===== config.mk =====
export PLATFORM = sky130hd
export DESIGN_NAME = internet_checksum_pseudo_header_top
export DESIGN_NICKNAME = d
export VERILOG_FILES = /design/src/rtl/icph_pkg.sv /design/src/rtl/icph_fifo.sv /design/src/rtl/icph_front.sv /design/src/rtl/icph_back.sv /design/src/rtl/internet_checksum_pseudo_header_top.sv
export VERILOG_INCLUDE_DIRS = /design/src /design/src/rtl
export SDC_FILE = /design/constraint.sdc
export NUM_CORES = 1
export LEC_CHECK = 0
export BUFFER_PORTS_ARGS = -buffer_cell sky130_fd_sc_hd__buf_2
export CAP_MARGIN = 20
export CORE_MARGIN = 2
export CORE_UTILIZATION = 55
export CTS_CLUSTER_SIZE = 24
export DETAILED_ROUTE_END_ITERATION = 10
export PLACE_DENSITY = 0.73
export REMOVE_ABC_BUFFERS = 1
export SLEW_MARGIN = 0
export SYNTH_ARGS = -nofsm -noshare
export SYNTH_HDL_FRONTEND = slang
export SYNTH_SLANG_ARGS = --single-unit

===== constraint.sdc =====
create_clock -name clk -period 6.88 [get_ports clk]
set_input_delay 0.688 -clock clk [delete_from_list [all_inputs] [get_ports clk]]
set_output_delay 0.688 -clock clk [all_outputs]
set_load 0.1 [all_outputs]

===== src/rtl/assert_macros.svh =====
// Assertion macros shared by the checksum block.
`ifndef ASSERT_MACROS_SVH
`define ASSERT_MACROS_SVH

// Property must hold at every clock edge outside reset.
`define ICPH_ASSERT(label, prop, msg) \
    label: assert property (@(posedge clk) disable iff (!rst_n) prop) else $error(msg);

// Condition must never be seen at a clock edge outside reset.
`define ICPH_NEVER(label, cond, msg) \
    label: assert property (@(posedge clk) disable iff (!rst_n) !(cond)) else $error(msg);

`endif


===== src/rtl/icph_pkg.sv =====
// Shared types, constants and helper functions of the checksum block.
`default_nettype none

package icph_pkg;

    // Operation codes on the input side
    typedef enum logic [1:0] {
        OP_DATA   = 2'd0,
        OP_ADDR   = 2'd1,
        OP_FINISH = 2'd2
    } op_t;

    // Result status codes
    typedef enum logic [1:0] {
        ST_OK     = 2'd0,
        ST_FAMILY = 2'd1,
        ST_LENGTH = 2'd2
    } status_t;

    localparam logic [15:0] LOW_BYTE_MASK  = 16'h00FF;
    localparam logic [15:0] HIGH_BYTE_MASK = 16'hFF00;

    localparam int MID_QUEUE_DEPTH    = 2;
    localparam int RESULT_QUEUE_DEPTH = 2;

    // One finished packet handed from the front end to the back end
    typedef struct packed {
        logic [31:0] data_sum;
        logic [21:0] pseudo;
        logic        use_pseudo;
        logic        little_endian;
        status_t     status;
    } job_t;

    // One result item
    typedef struct packed {
        logic [15:0] checksum;
        status_t     status;
    } result_t;

    function automatic logic [15:0] swap16(input logic [15:0] v);
        return {v[7:0], v[15:8]};
    endfunction

    // Finish an end-around carry: a 17-bit partial sum to 16 bits
    function automatic logic [15:0] carry_in(input logic [16:0] v);
        logic [16:0] s;
        s = 17'(v[15:0]) + 17'(v[16]);
        return s[15:0];
    endfunction

endpackage

`default_nettype wire


===== src/rtl/icph_fifo.sv =====
// Small first-in first-out queue built from registers.
`default_nettype none

module icph_fifo #(
    parameter type T     = logic,
    parameter int  DEPTH = 2
) (
    input  wire logic clk,
    input  wire logic rst_n,
    input  wire logic wr_valid,
    input  wire T     wr_data,
    output logic      full,
    input  wire logic rd_take,
    output logic      rd_valid,
    output T          rd_data
);

    localparam int PTR_W = (DEPTH > 1) ? $clog2(DEPTH) : 1;
    localparam int CNT_W = $clog2(DEPTH + 1);

    T                   mem_reg [DEPTH];
    logic [PTR_W-1:0]   wr_ptr_reg, wr_ptr_next;
    logic [PTR_W-1:0]   rd_ptr_reg, rd_ptr_next;
    logic [CNT_W-1:0]   count_reg, count_next;
    logic               do_wr, do_rd;

    assign full     = (count_reg == CNT_W'(DEPTH));
    assign rd_valid = (count_reg != '0);
    assign rd_data  = mem_reg[rd_ptr_reg];
    assign do_wr    = wr_valid && !full;
    assign do_rd    = rd_take && rd_valid;

    // Pointer and fill count update
    always_comb
    begin
        wr_ptr_next = wr_ptr_reg;
        rd_ptr_next = rd_ptr_reg;
        count_next  = count_reg;
        if (do_wr)
        begin
            wr_ptr_next = (wr_ptr_reg == PTR_W'(DEPTH - 1)) ? '0 : wr_ptr_reg + 1'b1;
        end
        if (do_rd)
        begin
            rd_ptr_next = (rd_ptr_reg == PTR_W'(DEPTH - 1)) ? '0 : rd_ptr_reg + 1'b1;
        end
        if (do_wr && !do_rd)
        begin
            count_next = count_reg + 1'b1;
        end
        else if (do_rd && !do_wr)
        begin
            count_next = count_reg - 1'b1;
        end
    end

    always_ff @(posedge clk or negedge rst_n)
    begin
        if (!rst_n)
        begin
            wr_ptr_reg <= '0;
            rd_ptr_reg <= '0;
            count_reg  <= '0;
        end
        else
        begin
            wr_ptr_reg <= wr_ptr_next;
            rd_ptr_reg <= rd_ptr_next;
            count_reg  <= count_next;
        end
    end

    // Storage, no reset needed
    always_ff @(posedge clk)
    begin
        if (do_wr)
        begin
            mem_reg[wr_ptr_reg] <= wr_data;
        end
    end

endmodule

`default_nettype wire


===== src/rtl/icph_front.sv =====
// Front end: takes input items, keeps the running sums and emits finish jobs.
`default_nettype none

module icph_front (
    input  wire logic          clk,
    input  wire logic          rst_n,
    input  wire logic          little_endian,
    input  wire logic          take,
    input  wire logic [1:0]    operation,
    input  wire logic [15:0]   data_word,
    input  wire logic [1:0]    byte_count,
    input  wire logic [31:0]   address_word,
    input  wire logic          use_pseudo,
    input  wire logic          family_ok,
    input  wire logic [7:0]    protocol,
    output logic               job_valid,
    output icph_pkg::job_t     job
);

    logic [31:0] data_sum_reg, data_sum_next;
    logic [20:0] address_sum_reg, address_sum_next;
    logic [15:0] byte_total_reg, byte_total_next;
    logic        length_overflow_reg, length_overflow_next;

    logic [1:0]  cnt_eff;
    logic [16:0] total_ext;
    logic [15:0] word_masked;
    logic [21:0] addr_raw;
    logic [21:0] addr_fold;
    logic [20:0] addr_sel;

    // Byte count three counts as two
    assign cnt_eff   = (byte_count == 2'd3) ? 2'd2 : byte_count;
    assign total_ext = {1'b0, byte_total_reg} + 17'(cnt_eff);

    // Odd trailing byte keeps only its valid half
    always_comb
    begin
        word_masked = data_word;
        if (cnt_eff == 2'd1)
        begin
            word_masked = data_word & (little_endian ? icph_pkg::LOW_BYTE_MASK
                                                     : icph_pkg::HIGH_BYTE_MASK);
        end
    end

    // Address halves into the address sum, folded once when bit 20 is reached
    assign addr_raw  = {1'b0, address_sum_reg} + 22'(address_word[15:0])
                     + 22'(address_word[31:16]);
    assign addr_fold = (addr_raw[21:20] != 2'b00)
                     ? 22'(addr_raw[15:0]) + 22'(addr_raw[21:16]) : addr_raw;

    // Next state of the sums
    always_comb
    begin
        data_sum_next        = data_sum_reg;
        address_sum_next     = address_sum_reg;
        byte_total_next      = byte_total_reg;
        length_overflow_next = length_overflow_reg;
        if (take)
        begin
            unique case (operation)
                icph_pkg::OP_DATA:
                begin
                    if (cnt_eff != 2'd0)
                    begin
                        if (total_ext[16])
                        begin
                            length_overflow_next = 1'b1;
                        end
                        else
                        begin
                            data_sum_next   = data_sum_reg + 32'(word_masked);
                            byte_total_next = total_ext[15:0];
                        end
                    end
                end
                icph_pkg::OP_ADDR:
                begin
                    address_sum_next = addr_fold[20:0];
                end
                icph_pkg::OP_FINISH:
                begin
                    data_sum_next        = '0;
                    address_sum_next     = '0;
                    byte_total_next      = '0;
                    length_overflow_next = 1'b0;
                end
                default:
                begin
                end
            endcase
        end
    end

    always_ff @(posedge clk or negedge rst_n)
    begin
        if (!rst_n)
        begin
            data_sum_reg        <= '0;
            address_sum_reg     <= '0;
            byte_total_reg      <= '0;
            length_overflow_reg <= 1'b0;
        end
        else
        begin
            data_sum_reg        <= data_sum_next;
            address_sum_reg     <= address_sum_next;
            byte_total_reg      <= byte_total_next;
            length_overflow_reg <= length_overflow_next;
        end
    end

    // Finish job: pseudo sum of addresses, protocol and byte count, plus status
    assign addr_sel  = family_ok ? address_sum_reg : '0;
    assign job_valid = take && (operation == icph_pkg::OP_FINISH);

    always_comb
    begin
        job.data_sum      = data_sum_reg;
        job.pseudo        = '0;
        job.use_pseudo    = use_pseudo;
        job.little_endian = little_endian;
        job.status        = icph_pkg::ST_OK;
        if (use_pseudo)
        begin
            job.pseudo = {1'b0, addr_sel} + 22'(protocol) + 22'(byte_total_reg);
            if (!family_ok)
            begin
                job.status = icph_pkg::ST_FAMILY;
            end
        end
        if (length_overflow_reg)
        begin
            job.status = icph_pkg::ST_LENGTH;
        end
    end

endmodule

`default_nettype wire


===== src/rtl/icph_back.sv =====
// Back end: two-stage pipeline that folds, complements and swaps the checksum.
`default_nettype none

module icph_back (
    input  wire logic            clk,
    input  wire logic            rst_n,
    input  wire logic            job_valid,
    input  wire icph_pkg::job_t  job,
    output logic                 job_take,
    input  wire logic            res_ready,
    output logic                 res_valid,
    output icph_pkg::result_t    result
);

    logic                  s1_valid_reg;
    logic [31:0]           s1_data_sum_reg;
    logic [21:0]           s1_pseudo_reg;
    logic                  s1_le_reg;
    icph_pkg::status_t     s1_status_reg;

    logic                  s2_valid_reg;
    logic [31:0]           s2_sum_reg;
    logic                  s2_le_reg;
    icph_pkg::status_t     s2_status_reg;

    logic                  s1_ready, s2_ready;
    logic [16:0]           p_part;
    logic [15:0]           p_fold;
    logic [21:0]           p_val;
    logic [16:0]           g_part;
    logic [15:0]           g_fold;
    logic [15:0]           cs;

    // Stall chain back from the result queue
    assign s2_ready = !s2_valid_reg || res_ready;
    assign s1_ready = !s1_valid_reg || s2_ready;
    assign job_take = job_valid && s1_ready;

    // Stage one: without a pseudo header the pseudo sum is zero; in little-endian mode it is folded and swapped
    assign p_part = 17'(job.pseudo[15:0]) + 17'(job.pseudo[21:16]);
    assign p_fold = icph_pkg::carry_in(p_part);

    always_comb
    begin
        p_val = '0;
        if (job.use_pseudo)
        begin
            p_val = job.little_endian ? 22'(icph_pkg::swap16(p_fold)) : job.pseudo;
        end
    end

    always_ff @(posedge clk or negedge rst_n)
    begin
        if (!rst_n)
        begin
            s1_valid_reg <= 1'b0;
            s2_valid_reg <= 1'b0;
        end
        else
        begin
            if (s1_ready)
            begin
                s1_valid_reg <= job_valid;
            end
            if (s2_ready)
            begin
                s2_valid_reg <= s1_valid_reg;
            end
        end
    end

    // Stage payloads
    always_ff @(posedge clk)
    begin
        if (job_take)
        begin
            s1_data_sum_reg <= job.data_sum;
            s1_pseudo_reg   <= p_val;
            s1_le_reg       <= job.little_endian;
            s1_status_reg   <= job.status;
        end
        if (s2_ready && s1_valid_reg)
        begin
            s2_sum_reg    <= s1_data_sum_reg + 32'(s1_pseudo_reg);
            s2_le_reg     <= s1_le_reg;
            s2_status_reg <= s1_status_reg;
        end
    end

    // Output: fold the carries, complement, swap for little endian
    assign g_part = 17'(s2_sum_reg[15:0]) + 17'(s2_sum_reg[31:16]);
    assign g_fold = icph_pkg::carry_in(g_part);
    assign cs     = ~g_fold;

    assign res_valid       = s2_valid_reg;
    assign result.checksum = s2_le_reg ? icph_pkg::swap16(cs) : cs;
    assign result.status   = s2_status_reg;

endmodule

`default_nettype wire


===== src/rtl/internet_checksum_pseudo_header_top.sv =====
// Top level of the internet checksum block with pseudo-header support.
`default_nettype none

`include "assert_macros.svh"

// Internet ones-complement checksum with optional pseudo header. Input items
// (data word, address word, finish) are taken one per cycle whenever full is
// low; data and address words only update the running sums. A finish item
// produces one result (checksum and status) for the result ports: the front
// end hands it to a small job queue, and a two-stage back-end pipeline folds,
// complements and swaps it into the result queue, where it is read out. full
// rises only when the job queue holds MID_DEPTH unfinished packets, which
// needs the result side to stall. The little_endian register is written over
// the cfg channel, which is always ready, and is to be changed only while the
// block is idle.
module internet_checksum_pseudo_header_top #(
    parameter int MID_DEPTH    = icph_pkg::MID_QUEUE_DEPTH,
    parameter int RESULT_DEPTH = icph_pkg::RESULT_QUEUE_DEPTH
) (
    input  wire logic         clk,
    input  wire logic         rst_n,
    // Configuration write channel
    input  wire logic         cfg_valid,
    output logic              cfg_ready,
    input  wire logic         cfg_data,
    // Input queue side
    input  wire logic         push,
    output logic              full,
    input  wire logic [1:0]   operation,
    input  wire logic [15:0]  data_word,
    input  wire logic [1:0]   byte_count,
    input  wire logic [31:0]  address_word,
    input  wire logic         use_pseudo,
    input  wire logic         family_ok,
    input  wire logic [7:0]   protocol,
    // Result queue side
    output logic              empty,
    input  wire logic         pop,
    output logic [15:0]       checksum,
    output logic [1:0]        status
);

    logic                 little_endian_reg;
    logic                 take;
    logic                 job_valid;
    icph_pkg::job_t       job;
    logic                 mid_full;
    logic                 mid_valid;
    icph_pkg::job_t       mid_job;
    logic                 mid_take;
    logic                 res_push;
    logic                 res_full;
    icph_pkg::result_t    back_result;
    logic                 res_valid;
    icph_pkg::result_t    res_data;

    // Configuration register
    assign cfg_ready = 1'b1;

    always_ff @(posedge clk or negedge rst_n)
    begin
        if (!rst_n)
        begin
            little_endian_reg <= 1'b0;
        end
        else if (cfg_valid && cfg_ready)
        begin
            little_endian_reg <= cfg_data;
        end
    end

    // Input transfer
    assign full = mid_full;
    assign take = push && !full;

    icph_front u_front (
        .clk           (clk),
        .rst_n         (rst_n),
        .little_endian (little_endian_reg),
        .take          (take),
        .operation     (operation),
        .data_word     (data_word),
        .byte_count    (byte_count),
        .address_word  (address_word),
        .use_pseudo    (use_pseudo),
        .family_ok     (family_ok),
        .protocol      (protocol),
        .job_valid     (job_valid),
        .job           (job)
    );

    icph_fifo #(
        .T     (icph_pkg::job_t),
        .DEPTH (MID_DEPTH)
    ) u_mid_queue (
        .clk      (clk),
        .rst_n    (rst_n),
        .wr_valid (job_valid),
        .wr_data  (job),
        .full     (mid_full),
        .rd_take  (mid_take),
        .rd_valid (mid_valid),
        .rd_data  (mid_job)
    );

    icph_back u_back (
        .clk       (clk),
        .rst_n     (rst_n),
        .job_valid (mid_valid),
        .job       (mid_job),
        .job_take  (mid_take),
        .res_ready (!res_full),
        .res_valid (res_push),
        .result    (back_result)
    );

    icph_fifo #(
        .T     (icph_pkg::result_t),
        .DEPTH (RESULT_DEPTH)
    ) u_res_queue (
        .clk      (clk),
        .rst_n    (rst_n),
        .wr_valid (res_push),
        .wr_data  (back_result),
        .full     (res_full),
        .rd_take  (pop),
        .rd_valid (res_valid),
        .rd_data  (res_data)
    );

    // Result ports
    assign empty    = !res_valid;
    assign checksum = res_data.checksum;
    assign status   = res_data.status;

    // A taken finish is waiting in the job queue on the next cycle
    `ICPH_ASSERT(a_finish_queued, job_valid |=> mid_valid, "finish transfer lost")
    // A result held back by a full result queue stays offered
    `ICPH_ASSERT(a_res_hold, res_push && res_full |=> res_push, "stalled result dropped")
    // Front end never hands a job to a full job queue
    `ICPH_NEVER(a_mid_room, job_valid && mid_full, "job pushed into full queue")

endmodule

`default_nettype wire

==> results list, run 1 <==
- H-tree level count: 2
- The average instance in the mapped netlist occupies 11.2 um^2.
- The clock reaches the later pin of the worst-skew pair after 0.52 ns.
- Of all flip-flops after synthesis, the portion carrying an async set or reset was between 20% and 30%.
- Summing the areas of all compound-gate instances in the mapped netlist gives 12.2% of the synthesized area.
- Area share of fa/ha/maj cells after synthesis: 10.8%
* Dominant combinational cell family by area after synthesis: simple AND/OR/NAND/NOR gates
* Die Footprint: about 36,000 um^2
- Max FFs per register: 116
* Synth Instances: 1,708
- In this run the critical register-to-register path is launched from u_front.address_sum_reg[1].
* Synth top area cells: sky130_fd_sc_hd__edfxtp_1 38%, sky130_fd_sc_hd__dfrtp_1 11%, sky130_fd_sc_hd__ha_1 7.5%
- Total global routing track utilization: a little under a quarter
- Dividing the detail-routed wire length by the instance count gives roughly 19 um.
- Global routing finished with a remaining overflow of 0.
* Outcome: completed
- IR analysis of the VDD net gives a maximum drop of roughly 0.56 mV.
- Portion of the post-synthesis area used by sequential elements: 48.8%
- For this run, the top clock speed supported by timing is 0.179 GHz.
- Count of TritonRoute iterations in the first routing pass: 5
* Overall die height: about 190 um
- After layout, the minimum clock period comes to 5.60 ns.
- Fin. Hold Viols: 0
* Maximum root-to-sink buffer count: 3
- CP Launch Point: u_front.address_sum_reg[1]
* Share of the synthesized area in the top cell type: about two fifths
- In this run the worst path has a maximum fanout of 8.
* Number of cells in the finished layout apart from fillers: 2,279
* Clock net sink count: 325
- Die outline width: 191 um
- Yosys mapped a number of flops with a built-in enable equal to approximately 240.
- CTS tree: built
- Setup repair after global routing left no endpoint under its margin.
* Data required time at the worst endpoint: 7.29 ns
* Worst slack at placement: 1.04 ns
* Quantity of I/O buffers inserted on ports: 87
- The floorplan has 68 rows.
* Multiplexer share of the synthesized area: 5.81%
- MaxCap Viol Count: 0
- Clock-pin slew was measured on the worst setup and hold paths at ~0.060 ns.
- Crit path launch type: register
- Post-CTS resize count: 0
- At the end of the flow, the number of nets in the layout was 2,013.
- Crit path setup slack, layout: 1.28 ns
- In this run the power density over the cells is roughly 550 nW/um^2.
- The worst pin sits at a relative slew slack of a little under a third.
- # fillers: 2,777
- Of the total synthesized cell area, the portion taken by XOR and XNOR cells is about 6%.
* Kind of end point of the critical path: register
- Count of cell types in the netlist: 75
* Cell area after synthesis: 19,200 um^2
- TritonCTS created 35 clock buffers.
- Final number of setup-violating endpoints: 0
- In the routed design, unresolved DRC markers number 0.
* Vias in the first global route: 13,100
- Final cycle utilization of the critical path: approximately 81%
- The initial antenna violation count was 3.
* I/O pin count: about 90
- Core Box Area: 34,500 um^2
* DRC marker count from the first detailed-route iteration: 1,016
- Adding up every negative setup slack in the final design gives 0 ns.
- Final count of pins violating max slew: 0
* Quantity of hold-fixing buffers added after cts: 0
- Post-placement cell count: ~2,200
* Global-route wire length before repair: about 68 mm
- Critical path class: reg2reg
- After detailed routing, the number of vias per cell comes to 5.93.
- Number of vias after detailed routing: 13,500
- sky130_fd_sc_hd__edfxtp_1 takes more of the synthesized area than any other cell.
- Flip-flop cell with the highest count after synthesis: sky130_fd_sc_hd__edfxtp_1
- Relative area change from synthesis to final layout: 10.8%
- The routed design has 42.5 mm of wire.
* Arrival time at the worst endpoint: 6.01 ns
- Class of the tightest hold or removal check: in2async
- Routability-driven placement finished with a final weighted congestion of around 0.90.
- The HPWL after detailed placement is 31.6 mm.
- Summed over all cells, the static leakage comes to 8.55 nW.
- In this run, synthesis produced a sequential element count of 325.
- For this run, the number of Yosys warnings is 0.
- Initial standard-cell utilization of the core: 55.7%
- Number of nets still failing antenna checks after routing: 0
* Slew of the pin with the lowest slew margin: 1.04 ns
- Entering global routing, the biggest net connects 68 pins.
- Buffer type at the clock tree root: sky130_fd_sc_hd__clkbuf_16
* Post-Route Hold Slack: 0.0217 ns
* Fraction of final layout cells sized beyond drive strength 1: between 10% and 20%
* Worst clock skew on the final layout: about 0.020 ns
- Post-synthesis simple-gate area fraction: around 14%
* Number of buffers added for setup after CTS: 0
- Final core utilization: between 60% and 70%
## kinds of logic (layout without fill, tap and decap cells)
kind of cell    Yosys count  count (layout)
compound gates          353             353
xor+xnor                133             133
fa+ha+maj               147             147
buf+inv                 107             222
flops                   325             325
mux                     102             102
other cells               1               2
simple gates            540             540
## worst max-delay path: stages (launching register included)
cell and delay [ns]:
sky130_fd_sc_hd__dfrtp_1 0.42, sky130_fd_sc_hd__fa_1 0.44, sky130_fd_sc_hd__ha_1 0.25, sky130_fd_sc_hd__fa_1 0.41
sky130_fd_sc_hd__a21oi_1 0.26, sky130_fd_sc_hd__o21ai_1 0.17, sky130_fd_sc_hd__a311o_1 0.43, sky130_fd_sc_hd__a211oi_4 0.53
sky130_fd_sc_hd__nor2_1 0.13, sky130_fd_sc_hd__xor2_1 0.18, sky130_fd_sc_hd__ha_1 0.31, sky130_fd_sc_hd__a21o_1 0.19
sky130_fd_sc_hd__o31ai_1 0.19, sky130_fd_sc_hd__nand2_1 0.14, sky130_fd_sc_hd__a311oi_1 0.88, sky130_fd_sc_hd__nor4b_1 0.16
sky130_fd_sc_hd__xnor2_1 0.18, sky130_fd_sc_hd__o31ai_1 0.22
## cell usage after synthesis, drive strengths merged, types with 48 or more instances
cell type  count
nand2        132
inv           58
nor2         110
edfxtp       244
xnor2         79
mux2          75
nand3         48
a21oi         68
and2          50
dfrtp         81
o21ai         94
xor2          54
ha           115
## layer usage
| metal | part of all wire [%] | global-route usage [%] | vias to the layer above |
|---|---|---|---|
| met4 | 2.1 | 6.38 | 0 |
| met2 | 47 | 39.3 | 406 |
| met1 | 44 | 32.5 | 6540 |
| li1 | - | - | 6500 |
| met5 | 0 | 0 | - |
| met3 | 6.9 | 4.34 | 62 |
## final cells by class
class	instances	area, um^2	share of cell area, %
antenna	1	2.50	0.0118
timing repair buffer	102	551	2.59
multi-input combinational	1276	9430	44.4
inverter	58	218	1.02
clock inverter	18	183	0.860
tap	455	569	2.68
sequential	325	9360	44.0
clock buffer	44	941	4.43
## per-stage QoR
step	area (um^2)	power (mW)
after floorplan	19000	8.38
after global placement	20100	9.70
after detailed placement	20100	9.87
after CTS	21200	11.8
after global routing	21200	12.6
final	21200	11.8
## worst paths after layout
kind / end / slack (ns) / depth (start not counted)
worst min-delay path: u_res_queue.count_reg[1] / 0.02 / 1
worst max register to register: u_front.address_sum_reg[9] / 1.28 / 17
min in group clk: little_endian_reg / 0.40 / 2
worst min register to register: u_back.s2_status_reg[1] / 0.42 / 0
worst max-delay path: u_front.address_sum_reg[9] / 1.28 / 17
max in group asynchronous: u_front.data_sum_reg[29] / 5.66 / 2
## layout by cell type (no fill, tap or decap), drive strengths merged, types with 68 or more instances in the layout
| cell type | n |
|---|---|
| edfxtp | 244 |
| mux2 | 75 |
| xnor2 | 79 |
| nand2 | 132 |
| dfrtp | 81 |
| o21ai | 94 |
| nor2 | 110 |
| buf | 102 |
| ha | 115 |
| a21oi | 68 |
## power by group
group / switching [mW] / total, mW / leakage [nW] / internal (mW)
registers: 0.433 / 3.62 / 3.37 / 3.19
logic: 3.95 / 6.29 / 4.63 / 2.34
clock network: 0.752 / 1.84 / 0.545 / 1.09
total: 5.14 / 11.8 / 8.55 / 6.61
No activity file was read; power rests on OpenSTA's default activity.
==> inputs of run 2 (changes only) <==
--- a/config.mk
+++ b/config.mk
@@ -6,13 +6,14 @@
 export SDC_FILE = /design/constraint.sdc
 export NUM_CORES = 1
 export LEC_CHECK = 0
+export ABC_AREA = 1
 export BUFFER_PORTS_ARGS = -buffer_cell sky130_fd_sc_hd__buf_2
 export CAP_MARGIN = 20
 export CORE_MARGIN = 2
 export CORE_UTILIZATION = 55
 export CTS_CLUSTER_SIZE = 24
 export DETAILED_ROUTE_END_ITERATION = 10
-export PLACE_DENSITY = 0.73
+export PLACE_DENSITY = 0.75
 export REMOVE_ABC_BUFFERS = 1
 export SLEW_MARGIN = 0
 export SYNTH_ARGS = -nofsm -noshare
==> constraint.sdc (replaced) <==
create_clock -name clk -period 5 [get_ports clk]
set_input_delay 0.5 -clock clk [delete_from_list [all_inputs] [get_ports clk]]
set_output_delay 0.5 -clock clk [all_outputs]
set_load 0.1 [all_outputs]
==> run 2 against run 1 <==
Critical path type unchanged. Sequential share of layout area is 1.0 points lower. Register-to-register slack got worse by 0.64 ns. Synthesized cell count rose by 28%. First-iteration DRC count rose by 12%. Die area rose by 1.9%.
==> results list, run 2 <==
- The flow ran to the end, and the final reports show no timing, DRC or antenna violations.
- Fin. Hold Viols: 0 (unchanged)
- Pin count of the biggest net entering global routing: 59 (-13%)
* Synthesized flop and latch total: 325 (unchanged)
* Buffer type at the clock tree root: sky130_fd_sc_hd__clkbuf_16
- Maximum root-to-sink buffer count: 3 (unchanged)
- Met3 usage in global routing: 3.33% (-1.0 points)
- The summed instance area of the synthesized netlist is 19,600 um^2 (+1.9%).
- Global-route wire length before repair: 74.5 mm (+8.8%)
- The global-route track usage on met2 is 43.4% (+4.1 points).
- The clock tree skew after final layout came to 0.0267 ns (+0.00678 ns).
* Critical path class: reg2reg
* Flip-flop cell with the highest count after synthesis: sky130_fd_sc_hd__edfxtp_1
- Count of flip-flops with a built-in enable after synthesis: 244 (unchanged)
- The number of placement rows is 69 (+1.5%).
- The min-delay analysis places its worst path in the category in2async.
* Count leader, synth: sky130_fd_sc_hd__nand2_1
- Peak-usage layer in the global routing report: met2
- The core area is 35,300 um^2 (+2.5%).
* Remaining global-route overflow: 0 (unchanged)
- Most frequent standard cell in the layout excluding fill and tap cells: sky130_fd_sc_hd__nand2_1
- TritonCTS built the clock tree.
* Number of remaining DRC errors: 0 (unchanged)
* Number of antenna violations at the first check in global routing: 2 (-1)
- After synthesis, the most frequently instantiated cells are 647 x sky130_fd_sc_hd__nand2_1, 255 x sky130_fd_sc_hd__inv_1, 244 x sky130_fd_sc_hd__edfxtp_1.
- Share of the synthesized area in the top cell type: 37.5% (-0.71 points)
* Number of vias after detailed routing: 15,100 (+12%)
* Post-synth top area cell: sky130_fd_sc_hd__edfxtp_1
- The diode insertion count for antenna repair came to 0 (-1).
* Logic depth of the worst register-to-register path: 25 (+8)
- Final cycle utilization of the critical path: 87.1% (+5.7 points)
- MaxCap Viol Count: 0 (unchanged)
- The biggest fanout along the worst timing path was 25 (+17).
- Setup repair after global routing left no endpoint under its margin.
- The initial standard-cell utilization of the core is 55.4% (-0.31 points).
- Post-DP HPWL: 35.2 mm (+11%)
* Most frequent cells in the layout: 647 x sky130_fd_sc_hd__nand2_1, 254 x sky130_fd_sc_hd__inv_1, 244 x sky130_fd_sc_hd__edfxtp_1
- The via density per instance is 5.42 (-8.6%).
* Worst slew margin: 42.6% (+13 points)
- Clock latency reported for the late side of the worst-skew pair: 0.53 ns (about the same)
* Per-cell routed wire length: 16.7 um (-10%)
* Number of buffers added for setup after CTS: 0 (unchanged)
- Min Tclk post-route: 4.35 ns (-1.24 ns)
- STA classifies the critical path endpoint as a register.
- The number of ports placed on the die boundary was 89 (unchanged).
- Count of TritonRoute iterations in the first routing pass: 5 (unchanged)
- The cell count after synthesis is 2,192 (+28%).
* Count of cell types in the netlist: 59 (-21%)
* Number of nets still failing antenna checks after routing: 0 (unchanged)
- Arrival time at the worst endpoint: 4.64 ns (-1.37 ns)
- The flip-flop count of the largest register after layout was 116 (unchanged).
- Relative area change from synthesis to final layout: 11.2%
- The fraction of layout instances using a drive strength above 1 came to 9.76% (-3.8 points).
- The number of resized instances in the post-cts repair step came to 0 (unchanged).
- The slew of the pin with the lowest slew margin was 0.862 ns (-0.181 ns).
- Crit path launch type: register
- The final number of setup-violating endpoints is 0 (unchanged).
- Clock-pin slew on the worst setup and hold paths: 0.06 ns (about the same)
- Post-placement cell count: 2,721 (+23%)
- Die outline width: 193 um (+0.93%)
- The net count of the finished layout was 2,513 (+25%).
- The area of the die is 37,100 um^2 (+1.9%).
* Overall die height: 193 um (+0.93%)
- The number of sinks handled by clock tree synthesis was 325 (unchanged).
* Number of cells in the finished layout apart from fillers: 2,787 (+22%)
* Post-Route Hold Slack: 0.0486 ns (+0.0270 ns)
* Final count of pins violating max slew: 0 (unchanged)
- Quantity of hold-fixing buffers added after cts: 0 (unchanged)
* Async set-or-reset flop fraction in the synthesized netlist: 24.9% (unchanged)
* Avg Inst Size Synth: 8.92 um^2 (-21%)
* Final wirelength: 46.7 mm (+9.7%)
- The setup TNS is 0 ns (unchanged).
- The number of clock buffers inserted by TritonCTS was 36 (+2.9%).
- Final weighted congestion in routability-driven placement: 0.918 (+1.9%)
- GR met1 Demand/Resource: 34.9% (+2.4 points)
* Data required time at the worst endpoint: 5.28 ns (-2.01 ns)
- Synth top area cells: sky130_fd_sc_hd__edfxtp_1 37%, sky130_fd_sc_hd__nand2_1 12%, sky130_fd_sc_hd__dfrtp_1 10%
- The overall track demand over capacity in global routing is 25.6% (+1.8 points).
- Achievable frequency: 0.230 GHz (+29%)
- The total number of H-tree levels was 2 (unchanged).
- The number of global-route vias before repair came to 14,400 (+9.6%).
* DRC marker count from the first detailed-route iteration: 1,142 (+12%)
* Portion of the post-synthesis area used by sequential elements: 47.8% (-0.91 points)
* Quantity of I/O buffers inserted on ports: 87 (unchanged)
- The count of synthesis-stage warnings from yosys was 0 (unchanged).
## run 2: kinds of logic (layout without fill, tap and decap cells)
kind of cell / after synthesis / count (layout) / share of synthesized area [%]
AND/OR/NAND/NOR: 1000 / 1000 / 21.5
flip-flops: 325 / 325 / 47.8
AO/OA/AOI/OAI: 323 / 323 / 9.35
buffers and inverters: 297 / 431 / 5.84
adder cells (fa/ha/maj): 147 / 147 / 10.6
XOR/XNOR: 96 / 96 / 4.65
multiplexers: 3 / 3 / 0.154
other: 1 / 1 / 0.0192
## run 2: cell type report
| type | count | area, um^2 |
|---|---|---|
| sequential | 325 | 9360 |
| multi-input combinational | 1570 | 9070 |
| clock buffer | 44 | 951 |
| fill | 2980 | 13600 |
| tap | 461 | 577 |
| inverter | 263 | 987 |
| clock inverter | 22 | 251 |
| timing repair buffer | 102 | 551 |
## run 2: final timing paths
path	endpoint	slack (ns)	start
worst min-delay path	u_res_queue.wr_ptr_reg	0.05	rst_n
worst max-delay path	u_back.s1_pseudo_reg[4]	0.65	u_mid_queue.rd_ptr_reg
min in group clk	little_endian_reg	0.17	cfg_valid
max in group asynchronous	u_mid_queue.rd_ptr_reg	4.04	rst_n
worst max register to register	u_back.s1_pseudo_reg[4]	0.65	u_mid_queue.rd_ptr_reg
worst min register to register	u_back.s2_le_reg	0.42	u_back.s1_le_reg
## run 2: routing by layer
layer | up-vias | wire length [um]
met1 | 7066 | 21000
met2 | 412 | 22000
met3 | 88 | 2420
met5 | - | 27
met4 | 4 | 1170
li1 | 7528 | -
## run 2: through the flow
step | cell area, um^2 | utilization [%] | worst slack [ns]
2_1_floorplan | 19400 | - | -0.187
3_3_place_gp | 20500 | 58.2 | 0.722
3_5_place_dp | 20500 | 58.2 | 0.571
4_1_cts | 21700 | 61.6 | 0.682
5_1_grt | 21700 | 61.6 | 0.143
6_report | 21700 | 61.6 | 0.646
## run 2: critical path, cell delays in order, from the launching register on
cell and delay (ns):
sky130_fd_sc_hd__dfrtp_2 0.45, sky130_fd_sc_hd__inv_2 0.20, sky130_fd_sc_hd__or2_2 0.32, sky130_fd_sc_hd__o21ai_0 0.11
sky130_fd_sc_hd__inv_1 0.08, sky130_fd_sc_hd__ha_1 0.38, sky130_fd_sc_hd__a21oi_1 0.11, sky130_fd_sc_hd__o21ai_0 0.23
sky130_fd_sc_hd__nand2_1 0.12, sky130_fd_sc_hd__a21oi_2 0.18, sky130_fd_sc_hd__nand2_1 0.11, sky130_fd_sc_hd__nor3_1 0.16
sky130_fd_sc_hd__ha_1 0.20, sky130_fd_sc_hd__ha_1 0.16, sky130_fd_sc_hd__nand2_1 0.08, sky130_fd_sc_hd__nor2_1 0.11
sky130_fd_sc_hd__inv_1 0.06, sky130_fd_sc_hd__nor2_1 0.12, sky130_fd_sc_hd__nand2_1 0.08, sky130_fd_sc_hd__nor2_1 0.19
sky130_fd_sc_hd__nand2_1 0.09, sky130_fd_sc_hd__nor2_2 0.13, sky130_fd_sc_hd__nand3_1 0.12, sky130_fd_sc_hd__nand3b_1 0.19
sky130_fd_sc_hd__nand2_1 0.08, sky130_fd_sc_hd__o21ai_1 0.06
Power of run 2 is not shown: default switching activity piles up to over one toggle a cycle in this logic, so the estimate is an artifact.
==> inputs of run 3 (changes only) <==
--- a/config.mk
+++ b/config.mk
@@ -6,7 +6,6 @@
 export SDC_FILE = /design/constraint.sdc
 export NUM_CORES = 1
 export LEC_CHECK = 0
-export ABC_AREA = 1
 export BUFFER_PORTS_ARGS = -buffer_cell sky130_fd_sc_hd__buf_2
 export CAP_MARGIN = 20
 export CORE_MARGIN = 2
==> run 3 against run 2 <==
Global-route usage decreased by 1.5 points. First-iteration DRC count decreased by 24%. Critical path depth decreased by 7. Sequential cell count unchanged. Highest routed layer is now met4. Clock skew decreased by 0.014 ns.
==> results list, run 3 (synthesis results as in run 1) <==
* Outcome: completed
* I/O pin count: 89 (unchanged)
- The HPWL reported at the end of detailed placement is 32.6 mm (-7.4%).
* Crit path launch type: register
- For this design the ratio of total power to cell area is 766 nW/um^2.
- Worst slack at placement: -0.257 ns (-0.829 ns)
- Worst vdd rail ir drop: 0.717 mV
- Final cycle utilization of the critical path: 94.6% (+7.6 points)
- DRC marker count from the first detailed-route iteration: 870 (-24%)
- Among all stages on the critical path, the largest delay is contributed by sky130_fd_sc_hd__or4_1.
- The number of sinks handled by clock tree synthesis is 325 (unchanged).
- Number of vias per cell after detailed routing: 5.87 (+8.4%)
- Number of antenna violations at the first check in global routing: 0 (-2)
* Remaining global-route overflow: 0 (unchanged)
- The number of global-route vias before repair is 13,200 (-8.0%).
* Maximum root-to-sink buffer count: 3 (unchanged)
- Kind of end point of the critical path: register
- Quantity of I/O buffers inserted on ports: 87 (unchanged)
* H-tree level count: 2 (unchanged)
* Static leakage: between 8 and 9 nW
* Worst slew margin: 45.0% (+2.5 points)
- The overall track demand over capacity in global routing came to 24.2% (-1.5 points).
- The total count of max-transition violations in the final report came to 0 (unchanged).
- Relative area change from synthesis to final layout: 12.8%
* Core Box Area: 34,500 um^2 (-2.4%)
- Initial standard-cell utilization of the core: 55.7% (+0.31 points)
- The height of the die came to 191 um (-0.92%).
* Fraction of final layout cells sized beyond drive strength 1: 15.7% (+5.9 points)
* Die outline width: 191 um (-0.92%)
* Worst clock skew on the final layout: 0.0122 ns (-0.0144 ns)
* Achievable frequency: 0.211 GHz (-8.0%)
* Number of vias after detailed routing: 13,600 (-9.8%)
* Final wirelength: 43.5 mm (-6.7%)
- Die Footprint: 36,400 um^2 (-1.8%)
* Data required time at the worst endpoint: 5.46 ns (+0.18 ns)
- The slew of the pin with the lowest slew margin came to 0.825 ns (-0.0368 ns).
- The number of placement rows came to 68 (-1.4%).
- Fin. Hold Viols: 0 (unchanged)
- The biggest fanout along the worst timing path came to 8 (-68%).
- Count of TritonRoute iterations in the first routing pass: 5 (unchanged)
* Crit path setup slack, layout: 0.268 ns (-0.378 ns)
* Net count reported at finish: 2,049 (-18%)
- Class of the tightest hold or removal check: in2reg
* Final weighted congestion in routability-driven placement: 0.908 (-1.2%)
* Post-Route Hold Slack: 0.210 ns (+0.162 ns)
- Leaving out fill and tap cells, the most frequent cell in the layout is sky130_fd_sc_hd__edfxtp_1.
- The number of max-capacitance violations reported came to 0 (unchanged).
* CTS tree: built
* Slowest stage delay, CP: 0.51 ns (+0.06 ns)
- The global-route wire length before repair was 69.3 mm (-7.0%).
- Clock-pin slew on the worst setup and hold paths: 0.07 ns (about the same)
- Clock latency reported for the late side of the worst-skew pair: 0.53 ns (about the same)
* Buffer type at the clock tree root: sky130_fd_sc_hd__clkbuf_16
- The setup path with the least slack is of type reg2reg.
* Most frequent cells in the layout: 244 x sky130_fd_sc_hd__edfxtp_1, 132 x sky130_fd_sc_hd__nand2_1, 115 x sky130_fd_sc_hd__ha_1
- Max FFs per register: 116 (unchanged)
- The final number of setup-violating endpoints came to 0 (unchanged).
- The number of clock buffers inserted by TritonCTS is 36 (unchanged).
* Number of remaining DRC errors: 0 (unchanged)
* Unrepaired setup endpoints after global routing: false
- The average wire length per cell after detail routing is 18.8 um (+12%).
* Number of nets still failing antenna checks after routing: 0 (unchanged)
- Min Tclk post-route: 4.73 ns (+0.378 ns)
- The largest net degree at the start of global routing was 50 (-15%).
- CP cell instances: fa_1 > ha_1 > fa_2 > a21oi_4 > o21ai_1 > a311o_1 > a211oi_4 > nor2_1 > xor2_1 > inv_1 > fa_2 > nor3b_1 > o21ai_0 > o22ai_1 > o32a_1 > a21oi_4 > or4_1 > nand3_1
- Arrival time at the worst endpoint: 5.19 ns (+0.55 ns)
==> run 3: path summary, 6_finish.rpt <==
check	depth (start not counted)	slack [ns]	from	end
max	18	0.27	u_front.address_sum_reg[1]	u_front.address_sum_reg[14]
min	2	0.21	cfg_data	little_endian_reg
max reg2reg	18	0.27	u_front.address_sum_reg[1]	u_front.address_sum_reg[14]
min reg2reg	0	0.42	u_back.s1_status_reg[1]	u_back.s2_status_reg[1]
max in group asynchronous	3	3.39	rst_n	u_front.data_sum_reg[1]
min in group asynchronous	2	0.49	rst_n	u_front.data_sum_reg[29]
==> run 3: layer usage <==
metal | GRT usage, % | wire, um | vias up
met1 | 33.8 | 20000 | 6583
met5 | 0 | 0 | -
met3 | 2.74 | 2190 | 55
li1 | - | - | 6585
met4 | 5.96 | 749 | 0
met2 | 40.4 | 20600 | 391
==> run 3: worst max-delay path: cells and delay by family (launching register included) <==
kind            cells  cell delay [ns]
compound gates      8             1.59
simple gates        4             0.87
fa+ha+maj           4             1.48
xor+xnor            1             0.22
flops               1             0.41
buf+inv             1             0.10
==> run 3: cell type report <==
type,count,area [um^2]
fillers,2732,12800
multi-input cells,1276,9460
flip-flops and latches,325,9360
clock buffers,43,958
repair buffers,137,816
well taps,455,569
clock inverters,23,260
inverters,58,218
diodes,1,2.50
==> run 3: power breakdown <==
group,total (mW),switching (mW),leakage [nW],internal (mW)
clock network,2.71,1.07,0.589,1.64
registers,5.00,0.613,3.37,4.39
logic,8.87,5.46,4.80,3.40
==> run 3: timing repair <==
item                                    in CTS  in global routing
hold buffers                                 1                  0
endpoints found under the hold margin       32                  0
pin swaps                                    0                  4
setup buffers                                0                  2
gates resized for setup                      1                  5
endpoints found under the setup margin       3                 12
==> run 3: through the flow <==
step / util [%] / area (um^2) / power (mW) / TNS [ns] / instances
finish: 62.8 / 21600 / 16.6 / 0 / 2318
global route: 62.8 / 21600 / 17.7 / 0 / 2317
CTS: 62.7 / 21600 / 16.5 / 0 / 2315
detailed placement: 59.1 / 20400 / 13.8 / -1.14 / 2248
global placement: 59.1 / 20400 / 13.5 / -0.453 / 2248
floorplan: - / 19000 / 11.5 / -0.316 / 1659
